**config.mk**
```make
export PLATFORM = sky130hd
export DESIGN_NAME = button_chord_detector_core
export DESIGN_NICKNAME = d
export VERILOG_FILES = /design/src/design/bcd_pkg.sv /design/src/design/button_chord_detector_core.sv /design/src/design/bcd_cfg_regs.sv
export SDC_FILE = /design/constraint.sdc
export NUM_CORES = 1
export LEC_CHECK = 0
export ABC_AREA = 1
export BUFFER_PORTS_ARGS = -buffer_cell sky130_fd_sc_hd__buf_2
export CORE_MARGIN = 3
export CORE_UTILIZATION = 59
export CTS_CLUSTER_SIZE = 28
export DETAILED_ROUTE_END_ITERATION = 6
export PLACE_DENSITY = 0.85
export SLEW_MARGIN = 20
export SYNTH_ARGS = -nofsm -noshare
export SYNTH_HDL_FRONTEND = slang
export SYNTH_HIERARCHICAL = 1
export SYNTH_SLANG_ARGS = --single-unit
```
**constraint.sdc**
```tcl
create_clock -name clk -period 8.2 [get_ports clk]
set_input_delay 1.23 -clock clk [delete_from_list [all_inputs] [get_ports clk]]
set_output_delay 1.23 -clock clk [all_outputs]
set_load 0.01 [all_outputs]
```
**src/design/bcd_pkg.sv**
```systemverilog
// ----------------------------------------------------------------------------
// bcd_pkg
// Shared widths, register map and configuration types for the chord detector.
// ----------------------------------------------------------------------------
`timescale 1ns / 1ps
`default_nettype none

package bcd_pkg;

    localparam int BUTTON_BITS = 32;
    localparam int TIME_BITS   = 64;
    localparam int COUNT_BITS  = 32;
    localparam int MS_BITS     = 16;
    localparam int DATA_BITS   = 32;
    localparam int ADDR_BITS   = 4;
    localparam int INDEX_BITS  = 2;

    typedef enum logic [INDEX_BITS-1:0] {
        REG_COMBO_MASK = 2'd0,
        REG_WINDOW_MS  = 2'd1,
        REG_REPLAY_MS  = 2'd2
    } bcd_reg_idx_t;

    localparam logic [BUTTON_BITS-1:0] COMBO_MASK_RESET = '0;
    localparam logic [MS_BITS-1:0]     WINDOW_MS_RESET  = MS_BITS'(250);
    localparam logic [MS_BITS-1:0]     REPLAY_MS_RESET  = MS_BITS'(100);

    localparam logic [TIME_BITS-1:0]   TIME_MAX = '1;

    typedef struct packed {
        logic [BUTTON_BITS-1:0] combo_mask;
        logic [MS_BITS-1:0]     window_ms;
        logic [MS_BITS-1:0]     replay_ms;
    } bcd_cfg_t;

endpackage

`default_nettype wire

```
**src/design/button_chord_detector_core.sv**
```systemverilog
// Pipeline: two register stages (input register, then result register).
// One word per cycle sustained when out_stall is low; the state update between
//   the two registers sets the throughput.
// Reset: rst_n asynchronous, active low; clears all tracking state, the chord
//   count and both pipeline valids; registers return to 0 / 250 / 100.
// ----------------------------------------------------------------------------
// button_chord_detector_core
// Filters button samples: suppresses a full chord, withholds lone chord
// buttons for a window and replays short taps.
// ----------------------------------------------------------------------------
`timescale 1ns / 1ps
`default_nettype none

module button_chord_detector_core
(
    input  wire logic                            clk,
    input  wire logic                            rst_n,
    input  wire logic                            psel,
    input  wire logic                            penable,
    input  wire logic                            pwrite,
    input  wire logic [bcd_pkg::ADDR_BITS-1:0]   paddr,
    input  wire logic [bcd_pkg::DATA_BITS-1:0]   pwdata,
    output logic      [bcd_pkg::DATA_BITS-1:0]   prdata,
    output logic                                 pready,
    input  wire logic                            in_valid,
    output logic                                 in_stall,
    input  wire logic [bcd_pkg::BUTTON_BITS-1:0] button_bits,
    input  wire logic [bcd_pkg::TIME_BITS-1:0]   time_now,
    output logic                                 out_valid,
    input  wire logic                            out_stall,
    output logic      [bcd_pkg::BUTTON_BITS-1:0] filtered_bits,
    output logic                                 chord_down,
    output logic      [bcd_pkg::COUNT_BITS-1:0]  chord_total
);
    import bcd_pkg::*;

    bcd_cfg_t cfg;

    // input register
    logic                   s1_valid_reg, s1_valid_next;
    logic [BUTTON_BITS-1:0] s1_buttons_reg;
    logic [TIME_BITS-1:0]   s1_time_reg;

    // result register
    logic                   out_valid_reg, out_valid_next;
    logic [BUTTON_BITS-1:0] out_bits_reg, out_bits_next;
    logic                   out_chord_reg, out_chord_next;
    logic [COUNT_BITS-1:0]  out_total_reg, out_total_next;

    // tracking state
    logic                   held_reg, held_next;
    logic                   swallow_reg, swallow_next;
    logic                   pending_reg, pending_next;
    logic [TIME_BITS-1:0]   start_reg, start_next;
    logic [BUTTON_BITS-1:0] withheld_reg, withheld_next;
    logic [BUTTON_BITS-1:0] replay_reg, replay_next;
    logic [TIME_BITS-1:0]   end_reg, end_next;
    logic [COUNT_BITS-1:0]  count_reg, count_next;

    logic                   accept, advance, consume;
    logic [BUTTON_BITS-1:0] down, suppress, result;
    logic [TIME_BITS-1:0]   start_eff, elapsed;
    logic                   in_window, replay_fresh, replay_live;
    logic [TIME_BITS:0]     end_sum;
    logic [TIME_BITS-1:0]   end_sat;

    bcd_cfg_regs u_cfg
    (
        .clk     (clk),
        .rst_n   (rst_n),
        .psel    (psel),
        .penable (penable),
        .pwrite  (pwrite),
        .paddr   (paddr),
        .pwdata  (pwdata),
        .prdata  (prdata),
        .pready  (pready),
        .cfg     (cfg)
    );

    assign advance  = !out_valid_reg || !out_stall;
    assign consume  = s1_valid_reg && advance;
    assign in_stall = s1_valid_reg && !advance;
    assign accept   = in_valid && !in_stall;

    assign s1_valid_next  = accept ? 1'b1 : (consume ? 1'b0 : s1_valid_reg);
    assign out_valid_next = advance ? s1_valid_reg : out_valid_reg;

    assign down      = s1_buttons_reg & cfg.combo_mask;
    assign start_eff = pending_reg ? start_reg : s1_time_reg;
    assign elapsed   = s1_time_reg - start_eff;
    assign in_window = elapsed < TIME_BITS'(cfg.window_ms);
    assign end_sum   = {1'b0, s1_time_reg} + (TIME_BITS + 1)'(cfg.replay_ms);
    assign end_sat   = end_sum[TIME_BITS] ? TIME_MAX : end_sum[TIME_BITS-1:0];

    always_comb
    begin
        held_next     = held_reg;
        swallow_next  = swallow_reg;
        pending_next  = pending_reg;
        start_next    = start_reg;
        replay_next   = replay_reg;
        end_next      = end_reg;
        count_next    = count_reg;
        suppress      = '0;
        replay_fresh  = 1'b0;

        if (down == cfg.combo_mask)
        begin
            if (!held_reg)
            begin
                count_next = count_reg + 1'b1;
            end
            held_next    = 1'b1;
            swallow_next = 1'b1;
            suppress     = cfg.combo_mask;
            pending_next = 1'b0;
            replay_next  = '0;
        end
        else if (swallow_reg)
        begin
            held_next    = 1'b0;
            suppress     = down;
            pending_next = 1'b0;
            if (down == '0)
            begin
                swallow_next = 1'b0;
            end
        end
        else
        begin
            held_next = 1'b0;
            if (down != '0)
            begin
                pending_next = 1'b1;
                start_next   = start_eff;
                if (in_window)
                begin
                    suppress = down;
                end
                else
                begin
                    pending_next = 1'b0;
                end
            end
            else
            begin
                if (pending_reg && in_window)
                begin
                    replay_next  = withheld_reg;
                    end_next     = end_sat;
                    replay_fresh = 1'b1;
                end
                pending_next = 1'b0;
            end
        end

        withheld_next = suppress;

        // a fresh end time is live unless the replay time is zero or now is the max
        replay_live = replay_fresh
                      ? ((cfg.replay_ms != '0) && (s1_time_reg != TIME_MAX))
                      : (s1_time_reg < end_reg);

        result = s1_buttons_reg & ~suppress;
        if (replay_next != '0)
        begin
            if (replay_live)
            begin
                result = result | replay_next;
            end
            else
            begin
                replay_next = '0;
            end
        end

        out_bits_next  = result;
        out_chord_next = held_next;
        out_total_next = count_next;
    end

    always_ff @(posedge clk or negedge rst_n)
    begin
        if (!rst_n)
        begin
            s1_valid_reg  <= 1'b0;
            out_valid_reg <= 1'b0;
            held_reg      <= 1'b0;
            swallow_reg   <= 1'b0;
            pending_reg   <= 1'b0;
            start_reg     <= '0;
            withheld_reg  <= '0;
            replay_reg    <= '0;
            end_reg       <= '0;
            count_reg     <= '0;
        end
        else
        begin
            s1_valid_reg  <= s1_valid_next;
            out_valid_reg <= out_valid_next;
            if (consume)
            begin
                held_reg     <= held_next;
                swallow_reg  <= swallow_next;
                pending_reg  <= pending_next;
                start_reg    <= start_next;
                withheld_reg <= withheld_next;
                replay_reg   <= replay_next;
                end_reg      <= end_next;
                count_reg    <= count_next;
            end
        end
    end

    always_ff @(posedge clk)
    begin
        if (accept)
        begin
            s1_buttons_reg <= button_bits;
            s1_time_reg    <= time_now;
        end
        if (consume)
        begin
            out_bits_reg  <= out_bits_next;
            out_chord_reg <= out_chord_next;
            out_total_reg <= out_total_next;
        end
    end

    assign out_valid     = out_valid_reg;
    assign filtered_bits = out_bits_reg;
    assign chord_down    = out_chord_reg;
    assign chord_total   = out_total_reg;

`ifndef ASSERT_OFF
    a_held_implies_swallow: assert property (@(posedge clk) disable iff (!rst_n)
        held_reg |-> swallow_reg)
        else $error("chord held without swallow latch");

    a_count_step: assert property (@(posedge clk) disable iff (!rst_n)
        (count_reg == $past(count_reg)) || (count_reg == $past(count_reg) + 1'b1))
        else $error("chord count jumped");

    a_chord_suppressed: assert property (@(posedge clk) disable iff (!rst_n)
        (out_valid && chord_down) |-> ((filtered_bits & cfg.combo_mask) == '0))
        else $error("chord buttons leaked while chord held");

    a_empty_no_stall: assert property (@(posedge clk) disable iff (!rst_n)
        !s1_valid_reg |-> !in_stall)
        else $error("stall with empty input register");
`endif

endmodule

`default_nettype wire

```
**src/design/bcd_cfg_regs.sv**
```systemverilog
// ----------------------------------------------------------------------------
// bcd_cfg_regs
// APB register bank holding chord mask, hold window and replay time.
// ----------------------------------------------------------------------------
`timescale 1ns / 1ps
`default_nettype none

module bcd_cfg_regs
(
    input  wire logic                          clk,
    input  wire logic                          rst_n,
    input  wire logic                          psel,
    input  wire logic                          penable,
    input  wire logic                          pwrite,
    input  wire logic [bcd_pkg::ADDR_BITS-1:0] paddr,
    input  wire logic [bcd_pkg::DATA_BITS-1:0] pwdata,
    output logic      [bcd_pkg::DATA_BITS-1:0] prdata,
    output logic                               pready,
    output bcd_pkg::bcd_cfg_t                  cfg
);
    import bcd_pkg::*;

    bcd_cfg_t cfg_reg;
    bcd_cfg_t cfg_next;
    logic     wr_en;
    logic [INDEX_BITS-1:0] idx;

    assign pready = 1'b1;
    assign wr_en  = psel && penable && pwrite;
    assign idx    = paddr[ADDR_BITS-1:2];

    always_comb
    begin
        cfg_next = cfg_reg;
        if (wr_en)
        begin
            case (idx)
                REG_COMBO_MASK: cfg_next.combo_mask = pwdata[BUTTON_BITS-1:0];
                REG_WINDOW_MS:  cfg_next.window_ms  = pwdata[MS_BITS-1:0];
                REG_REPLAY_MS:  cfg_next.replay_ms  = pwdata[MS_BITS-1:0];
                default:        cfg_next = cfg_reg;
            endcase
        end
    end

    always_comb
    begin
        case (idx)
            REG_COMBO_MASK: prdata = DATA_BITS'(cfg_reg.combo_mask);
            REG_WINDOW_MS:  prdata = DATA_BITS'(cfg_reg.window_ms);
            REG_REPLAY_MS:  prdata = DATA_BITS'(cfg_reg.replay_ms);
            default:        prdata = '0;
        endcase
    end

    always_ff @(posedge clk or negedge rst_n)
    begin
        if (!rst_n)
        begin
            cfg_reg.combo_mask <= COMBO_MASK_RESET;
            cfg_reg.window_ms  <= WINDOW_MS_RESET;
            cfg_reg.replay_ms  <= REPLAY_MS_RESET;
        end
        else
        begin
            cfg_reg <= cfg_next;
        end
    end

    assign cfg = cfg_reg;

endmodule

`default_nettype wire
```
* Yosys cells after proc, flatten, opt, wreduce, memory -nomap -nowiden
Cells that the tools add are included.
Word-level totals: register bits 454
Cells by class: bitwise gates (word level) 7, $add $sub $neg 3, order comparisons 2, eq/ne operators 4, mux-type cells 32, reduce and logical (&&, ||, !) cells 23
Operator list (number):
- 32-bit 2-to-1 mux | 14
- 64-bit 2-to-1 mux | 2
- 32-bit one-hot mux with 3 select lines | 1
- 64-bit by 16-bit adder with 65-bit output | 1
- 32-bit bitwise AND | 2
- 64-bit by 16-bit less-than comparator with 1-bit output | 1
- 64-bit less-than comparator | 1
- 64-bit inequality test (second input constant) | 1
- 32-bit nonzero test | 2
- 64-bit subtractor | 1
- 32-bit by 1-bit adder with 32-bit output (second input constant) | 1
- 32-bit equality test | 1
- 32-bit logical NOT | 1
- 32-bit NOT | 1
- 32-bit OR | 1
- 16-bit nonzero test | 1
- 1-bit 2-to-1 mux | 15
- 1-bit logical AND | 7
- 2-bit AND reduction | 3
- 5-bit AND reduction | 1
- 1-bit logical NOT | 4
- 4-bit AND reduction | 1
- 1-bit NOT | 3
- 2-bit by 1-bit equality test with 1-bit output (second input constant) | 1
- other kinds (4) | 4

* Logic depth before layout (Yosys ltp)
Gate-level depths: netlist of run 1.
word-level depth 12, depth in mapped cells 36

* Hierarchy
Netlist of run 1, hierarchy kept.
By module, submodules not included:
- button_chord_detector_core | instances 1, area each 27769.1 µm², cells each 4011, sequential area each 10565.1 µm²
- bcd_cfg_regs | instances 1, area each 2991.6 µm², cells each 386, sequential area each 1612.8 µm²

* Worst setup path before layout of run 1
OpenSTA, ideal clock, no wires.
path type reg2reg, from register pending_reg, to register out_bits_reg[10], in the netlist filtered_bits[10] (data pin), path buffers 4, period minus slack after synthesis 4.557 ns, data required time 7.947 ns, slack 3.643 ns, arrival time 4.304 ns, stages on the path, launching flop included 34, cell sequence dfrtp_1 -> clkbuf_1 -> clkbuf_1 -> nand2_1 -> o21ai_0 -> ha_1 -> inv_1 -> fa_1 -> nand3_1 -> nand3_1 -> nand2_1 -> nand2_1 -> nand2_1 -> nand2_1 -> xor2_1 -> ha_1 -> nand2_1 -> nor2_1 -> a211oi_1 -> nand2_1 -> nor2_1 -> nand3_1 -> nor2_1 -> nand2_1 -> nor2_1 -> nand3_1 -> nor2_2 -> nand3_2 -> buf_6 -> buf_2 -> nor2_1 -> nor2_2 -> nand2_1 -> nand2_1
On the way: longest elaborated chain between the ends 12, elaborated cells on any way between the ends 23, those cells by class add/sub: 1; order compare: 1; mux: 16; bitwise: 3; reduce/logical: 2
Ends and longest elaborated chain:
- from (decl) | line button_chord_detector_core.sv:53 | logic pending_reg, pending_next;
- from (signal assigned) | line button_chord_detector_core.sv:206 | pending_reg <= pending_next;
- 64-bit 2-to-1 mux * | line button_chord_detector_core.sv:90 | assign start_eff = pending_reg ? start_reg : s1_time_reg;
- net start_eff[0] | line button_chord_detector_core.sv:62 | logic [TIME_BITS-1:0] start_eff, elapsed;
- 64-bit subtractor * | line button_chord_detector_core.sv:91 | assign elapsed = s1_time_reg - start_eff;
- 64-bit by 16-bit less-than comparator with 1-bit output * | line button_chord_detector_core.sv:92 | assign in_window = elapsed < TIME_BITS'(cfg.window_ms);
- 32-bit 2-to-1 mux | line button_chord_detector_core.sv:137 | if (in_window)
- 32-bit 2-to-1 mux | line button_chord_detector_core.sv:133 | if (down != '0)
- 32-bit 2-to-1 mux | line button_chord_detector_core.sv:120 | else if (swallow_reg)
- 32-bit 2-to-1 mux | line button_chord_detector_core.sv:108 | if (down == cfg.combo_mask)
- 32-bit NOT | line button_chord_detector_core.sv:165 | result = s1_buttons_reg & ~suppress;
- 32-bit bitwise AND | line button_chord_detector_core.sv:165
- 32-bit OR | line button_chord_detector_core.sv:170 | result = result | replay_next;
- 32-bit 2-to-1 mux | line button_chord_detector_core.sv:168 | if (replay_live)
- 32-bit 2-to-1 mux * | line button_chord_detector_core.sv:166 | if (replay_next != '0)
- net out_bits_next[10] | line button_chord_detector_core.sv:46 | logic [BUTTON_BITS-1:0] out_bits_reg, out_bits_next;
- to (signal assigned) | line button_chord_detector_core.sv:225 | out_bits_reg <= out_bits_next;
- to (decl) | line button_chord_detector_core.sv:46
The timed path passes the listed nets; every way through them passes the cells marked *. A chain may end at the register's enable or synchronous reset.

* Final worst setup path of run 1
from register pending_reg, to register out_bits_reg[18], in the netlist filtered_bits[18] (data pin)
On the way: longest elaborated chain between the ends 12, elaborated cells on any way between the ends 23, those cells by class add/sub: 1; order compare: 1; mux: 16; bitwise: 3; reduce/logical: 2
Ends and longest elaborated chain (line):
- 64-bit 2-to-1 mux | button_chord_detector_core.sv:90
- 64-bit subtractor | button_chord_detector_core.sv:91
- 64-bit by 16-bit less-than comparator with 1-bit output | button_chord_detector_core.sv:92
- 32-bit 2-to-1 mux | button_chord_detector_core.sv:137
- 32-bit 2-to-1 mux | button_chord_detector_core.sv:133
- 32-bit 2-to-1 mux | button_chord_detector_core.sv:120
- 32-bit 2-to-1 mux | button_chord_detector_core.sv:108
- 32-bit NOT | button_chord_detector_core.sv:165
- 32-bit bitwise AND | button_chord_detector_core.sv:165
- 32-bit OR | button_chord_detector_core.sv:170
- 32-bit 2-to-1 mux | button_chord_detector_core.sv:168
- 32-bit 2-to-1 mux * | button_chord_detector_core.sv:166
- net out_bits_next[18] | button_chord_detector_core.sv:46
Marked as above.

==> results of run 1 <==
[layer usage]
metal / vias up / track usage (%) / share of wire (%)
li1: 14373 / - / -
met1: 13563 / 47.4 / 41
met2: 1368 / 55.5 / 46
met3: 228 / 5.20 / 9.0
met4: 2 / 12.6 / 3.9
met5: - / 0 / 0.018
[through the flow]
| step | power [mW] | setup slack, ps |
|---|---|---|
| global route | 7.94 | 1180 |
| floorplan | 4.43 | 3640 |
| detailed placement | 5.11 | 1870 |
| CTS | 7.50 | 1790 |
| global placement | 5.04 | 2010 |
| finish | 7.52 | 1720 |
[power by group]
group	internal (mW)	leakage, nW	total (mW)	switching, mW
logic	0.651	11.9	1.97	1.32
registers	2.79	5.11	3.16	0.373
clock network	1.39	0.852	2.39	0.996
total	4.83	17.8	7.52	2.69
[cell usage in the layout, fill, tap and decap left out, types with 4 or more instances in the layout]
master	count
o21a_1	5
nor4_1	33
dfrtp_1	284
nand4_1	52
o211ai_1	5
o22ai_1	14
nand2_1	1707
nor2_1	302
a211oi_1	6
ha_1	160
nor2_4	5
edfxtp_1	161
o21ai_0	243
clkbuf_16	51
buf_4	17
clkinvlp_4	6
a21oi_1	130
nand3_2	6
nand3b_1	18
nand2_2	15
dfstp_2	9
xor2_1	61
clkbuf_8	5
o21bai_1	13
nand3_1	215
xnor2_1	7
clkbuf_1	5
o21ai_1	60
inv_1	595
clkinv_4	4
inv_2	15
nor2_2	47
buf_2	234
clkinv_2	11
mux2i_1	19
nor3_1	62
bufinv_16	6
[worst max-delay path, delay by kind of cell, from the launching register on]
| family | cells | cell delay [ps] |
|---|---|---|
| AND/OR/NAND/NOR | 22 | 2750 |
| buffers and inverters | 3 | 1030 |
| flip-flops | 1 | 880 |
| AO/OA/AOI/OAI | 2 | 790 |
| adder cells (fa/ha/maj) | 2 | 630 |
| XOR/XNOR | 1 | 210 |
[worst min path at each step]
stage	slack, ps	cells after the start	start	to
after floorplan	450	2	start_reg[13]	start_reg[13]
after global placement	460	2	u_cfg/cfg[22]	u_cfg/cfg[22]
after detailed placement	470	2	replay_reg[29]	replay_reg[29]
after CTS	480	2	u_cfg/cfg[21]	u_cfg/cfg[21]
after global routing	500	2	u_cfg/cfg[17]	u_cfg/cfg[17]
final	480	2	u_cfg/cfg[21]	u_cfg/cfg[21]
[cell type report]
type | count | area (um^2)
Clock buffer | 61 | 1360
Sequential cell | 454 | 12200
Tap cell | 680 | 851
Inverter | 615 | 2320
Clock inverter | 31 | 413
Timing Repair Buffer | 253 | 1330
Multi-Input combinational cell | 3218 | 15700
Fill cell | 4442 | 17300
[cell families (layout without fill, tap and decap cells)]
family,count (synthesis),count (layout)
AOI/OAI and AO/OA,489,489
muxes,20,20
xor gates and xnor gates,68,68
DFF,454,454
adders and majority gates,162,162
buffers and inverters,725,960
and+or+nand+nor,2478,2478
other,1,1
==> metrics.csv, run 1 <==
stage;metric;value;unit
sta;max_slew_margin;27.0;%
sta;period_share;79.1;%
setup_path;endpoint_kind;flip-flop;
route;dr_total_vias;29534;
synth;ys.flop_type;dfrtp_1;
power_and_ir_drop;total_leakage_power;17.8;nW
cts;post_cts_resized;0;
sta;drv_slew;0;
setup_path;rr_endpoint;filtered_bits[18];
synth;yosysWarnings;6;
sta;setup-violations-final;0;
grt;grt_pass1_vias;27326;
sta;finClkSkew;46.5;ps
grt;grt.overflow.total;0;
cts;htreeDepth;2;
cts;root_buffer;clkbuf_16;
floorplan;coreArea;0.0514;mm^2
setup_path;slowest_delay;880;ps
setup_path;ff2ff_setup_slack;1720;ps
synth;syn-num-nets;4698;
setup_path;cp.required;8690;ps
floorplan;fp.dieH;234;um
cts;clockBufferDepth;3;
route;viasPerCell;5.56;
synth;synth_area_leaders;dfrtp_1, nand2_1, edfxtp_1, inv_1, ha_1;
synth;syn_avg_cell_area;7.00;um^2
floorplan;io_pins;239;
route;wl_per_cell;17.9;um
final_layout;diodes;0;
outcome;violations;design-rule violations;
outcome;status;complete, but fails checks;
synth;synth_common_cells;nand2_1, inv_1, nor2_1;
cts;clkTransAtPathRegs;60;ps
setup_path;reg2reg_from;pending_reg;
setup_path;r2r_cells;30;
power_and_ir_drop;vdd_drop_max;0.176;mV
floorplan;start_util;59.8;%
route;drc;3;
synth;synth-simple-area-share;33.2;%
route;drt_pass1_iterations;7;
cts;cts_sinks;454;
synth;synth_top_area_share;23.1;%
setup_path;endpoint;filtered_bits[18];
synth;synthMuxAreaShare;0.655;%
setup_path;crit_path_top_delay_cell;dfrtp_1;
sta;fmax;0.154;GHz
place;routabilityCongestion;1.02;
cts;cts_tree;yes;
grt;antenna_found_initial;2;
cts;cts_buffers;49;
synth;synth_compound_area_share;8.40;%
final_layout;final_core_utilization;66.4;%
setup_path;critPathMostFrequentCell;nand2_1;
synth;postSynthCellCount;4397;
place;hpwl;72200;um
cts;clkLatencyLatePin;630;ps
sta;setup_tns;0;ps
synth;yosys_register_bits;454;
sta;worst_slew_pin_slew;1090;ps
place;place_inst;5220;
setup_path;startpoint;pending_reg;
floorplan;die_x;234;um
final_layout;finalNonFillerCells;5312;
grt;grt_max_degree;123;
route;final_antenna_net_count;0;
synth;yosys.area_share.adder;6.64;%
synth;ys_types;56;
setup_path;cp-start-kind;flip-flop;
route;wirelength;94900;um
run;cap_violations;0;
route;drtIter0Drc;2904;
power_and_ir_drop;power_per_cell_area;221;mW/mm^2
sta;hold_ws;476;ps
setup_path;worstPathArrival;6980;ps
synth;ys_seq_area_share;39.6;%
synth;async_flop_share;64.5;%
sta;final_hold_viol_count;0;
cts;cts_setup_buffers;0;
setup_path;path_max_fanout;65;
final_layout;syn2layout_area_growth;10.9;%
grt;grt_first_pass_wirelength;148000;um
cts;cts_hold_buf;0;
synth;synth-xor-area-share;1.94;%
setup_path;critical_path_class;reg -> reg;
synth;synth-edff-count;161;
synth;synth_top_family_by_area;simple AND/OR/NAND/NOR gates;
floorplan;rows;83;
synth;synth_area;0.0308;mm^2
grt;gr-usage-all-layers;34.4;%
final_layout;stdcell_area;0.0341;mm^2
floorplan;die_area;0.0549;mm^2
final_layout;nets;4892;
synth;yosys.area.top_type;dfrtp_1;
place;port_buffers;235;
min_path;hp-class;reg -> reg;
sta;min_period;6480;ps
sta;rsz0062_at_grt;no;
place;placed_area;0.0323;mm^2
synth;synth_most_common_cell;nand2_1;
final_layout;drive_gt1_share;9.84;%
No activity file was read; power rests on OpenSTA's default activity.
==> inputs of run 2 (changes only) <==
Settings changed: ABC_AREA 1 to 0.
Clock period 8.2 ns to 6.1 ns, I/O delays scaled along.
==> run 2 against run 1 <==
The flow now finishes without violations; synthesized cell count fell by 32%; critical path depth fell by 13; clock-buffer cell count rose by 6; clock power rose by 26%; sequential share of layout area rose by 2.7 points; synthesized area fell by 7.7%; total power rose by 26%; combinational power rose by 18%; register-to-register slack got worse by 1500 ps; cell count fell by 28%; setup slack got worse by 1500 ps; die area fell by 7.5%; critical path type unchanged; largest cell class unchanged; largest power group unchanged.
==> metrics.csv, run 2 <==
stage;metric;value;unit
outcome;status;complete, no violations;
floorplan;die_area;0.0508;mm^2
final_layout;syn2layout_area_growth;11.9;%
sta;rsz0062_at_grt;no;
cts;clkLatencyLatePin;610;ps
power_and_ir_drop;power_per_cell_area;298;mW/mm^2
synth;yosys.area.top_type;dfrtp_1;
cts;cts_setup_buffers;0;
final_layout;diodes;0;
setup_path;critical_path_class;reg -> reg;
setup_path;startpoint;pending_reg;
synth;syn-num-nets;3286;
final_layout;nets;3453;
sta;setup_tns;0;ps
grt;antenna_found_initial;0;
sta;min_period;5880;ps
final_layout;final_core_utilization;67.5;%
setup_path;cp_top_family;simple AND/OR/NAND/NOR gates;
floorplan;fp.dieH;225;um
synth;yosys_register_bits;454;
sta;final_hold_viol_count;0;
min_path;hp-class;in -> async;
synth;synth_area;0.0284;mm^2
synth;postSynthCellCount;2985;
synth;synth_common_cells;nand2_1, dfrtp_1, inv_1;
sta;max_slew_margin;29.5;%
floorplan;rows;79;
power_and_ir_drop;total_power;9.46;mW
place;routabilityCongestion;0.985;
cts;cts_tree;yes;
setup_path;path_max_fanout;67;
setup_path;cp-start-kind;flip-flop;
route;drc;0;
sta;hold_ws;279;ps
sta;finClkSkew;35.6;ps
route;wl_per_cell;23.0;um
synth;async_flop_share;64.5;%
floorplan;start_util;60.3;%
synth;synth_most_common_cell;nand2_1;
cts;cts_buffers;49;
power_and_ir_drop;vdd_drop_max;0.276;mV
sta;fin_ws;221;ps
route;wirelength;87400;um
final_layout;layout_commonest_cell;nand2_1;
final_layout;drive_gt1_share;15.0;%
cts;clkTransAtPathRegs;60;ps
setup_path;slowest_delay;550;ps
sta;setup-violations-final;0;
synth;ys_seq_area_share;42.9;%
grt;grt_max_degree;142;
sta;drv_slew;0;
place;place_inst;3708;
route;drt_pass1_iterations;7;
cts;cts_sinks;454;
grt;grt.overflow.total;0;
run;cap_violations;0;
final_layout;stdcell_area;0.0318;mm^2
setup_path;endpoint_kind;flip-flop;
sta;worst_slew_pin_slew;1050;ps
grt;grt_pass1_vias;24554;
grt;gr-usage-all-layers;33.6;%
floorplan;die_x;225;um
final_layout;finalNonFillerCells;3800;
synth;synth-edff-count;161;
route;final_antenna_net_count;0;
cts;htreeDepth;2;
power_and_ir_drop;total_leakage_power;13.3;nW
synth;yosysWarnings;6;
route;drtIter0Drc;3060;
synth;ys_types;98;
route;dr_total_vias;25245;
synth;syn_avg_cell_area;9.51;um^2
place;port_buffers;235;
floorplan;io_pins;239;
floorplan;coreArea;0.0471;mm^2
setup_path;cp.required;6600;ps
synth;synth_top_area_share;25.0;%
grt;grt_first_pass_wirelength;135000;um
setup_path;path_buf_inv;4;
route;viasPerCell;6.64;
synth;ys.flop_type;dfrtp_1;
sta;fmax;0.170;GHz
place;placed_area;0.0301;mm^2
sta;period_share;96.4;%
setup_path;worstPathArrival;6380;ps
place;hpwl;62500;um
setup_path;worstPathCellList;buf_12 > buf_4 > mux2i_1 > ha_1 > nand4_1 > nor3_1 > nand3_1 > a211oi_1 > nor2_1 > mux2i_1 > or4_1 > nor4_2 > nand4_4 > buf_12 > o31a_1 > buf_4 > o21ai_0;
final_layout;final_cell_mix;nand2_1, dfrtp_1, buf_2;
cts;clockBufferDepth;3;
setup_path;crit_path_top_delay_cell;or4_1;
cts;root_buffer;clkbuf_16;
setup_path;reg2reg_from;pending_reg;
synth;synth_area_leaders;dfrtp_1, edfxtp_1, ha_1, nand2_1, o21ai_0;
place;place_ws;303;ps
[run 2: cell families (layout without fill, tap and decap cells)]
| logic type | count (synthesis) | after routing | share of synthesized area [%] |
|---|---|---|---|
| AO/OA/AOI/OAI | 757 | 757 | 17.3 |
| XOR/XNOR | 154 | 154 | 4.75 |
| adder cells (fa/ha/maj) | 162 | 162 | 7.19 |
| buffers and inverters | 358 | 566 | 5.16 |
| flip-flops | 454 | 454 | 42.9 |
| multiplexers | 164 | 164 | 6.11 |
| other | 1 | 1 | 0.0132 |
| AND/OR/NAND/NOR | 935 | 935 | 16.6 |
[run 2: where the power goes]
group          switching, mW  internal (mW)
Sequential             0.464           3.64
Clock                   1.26           1.76
Combinational           1.44          0.892
Total                   3.16           6.30
[run 2: path summary, 6_finish.rpt]
path	end	slack [ps]	depth (start not counted)
max	withheld_reg[13]	220	17
min	replay_reg[4]	280	1
max reg2reg	withheld_reg[13]	220	17
min reg2reg	start_reg[41]	480	2
max in group asynchronous	end_reg[51]	4300	2
min in group clk	s1_buttons_reg[7]	480	1
[run 2: repair_timing]
| action | 4_1_cts | 5_1_grt |
|---|---|---|
| gates resized for setup | 0 | 2 |
| setup endpoints to repair | 0 | 61 |
| hold buffers | 0 | 0 |
[run 2: area by class of cell]
cell class / instances / area (um^2)
Timing Repair Buffer: 279 / 1640
Sequential cell: 454 / 12200
Multi-Input combinational cell: 2173 / 14800
Clock inverter: 25 / 221
Tap cell: 607 / 759
Fill cell: 3575 / 15300
Clock buffer: 67 / 1420
Inverter: 195 / 733
[run 2: routing by layer]
layer  global-route usage [%]  vias to the layer above  share of wire [%]
met5                        0                        -                  0
met4                     14.6                        0                4.4
met1                     44.6                    12268                 40
li1                         -                    11255                  -
met3                     5.90                      279                9.4
met2                     54.5                     1443                 47
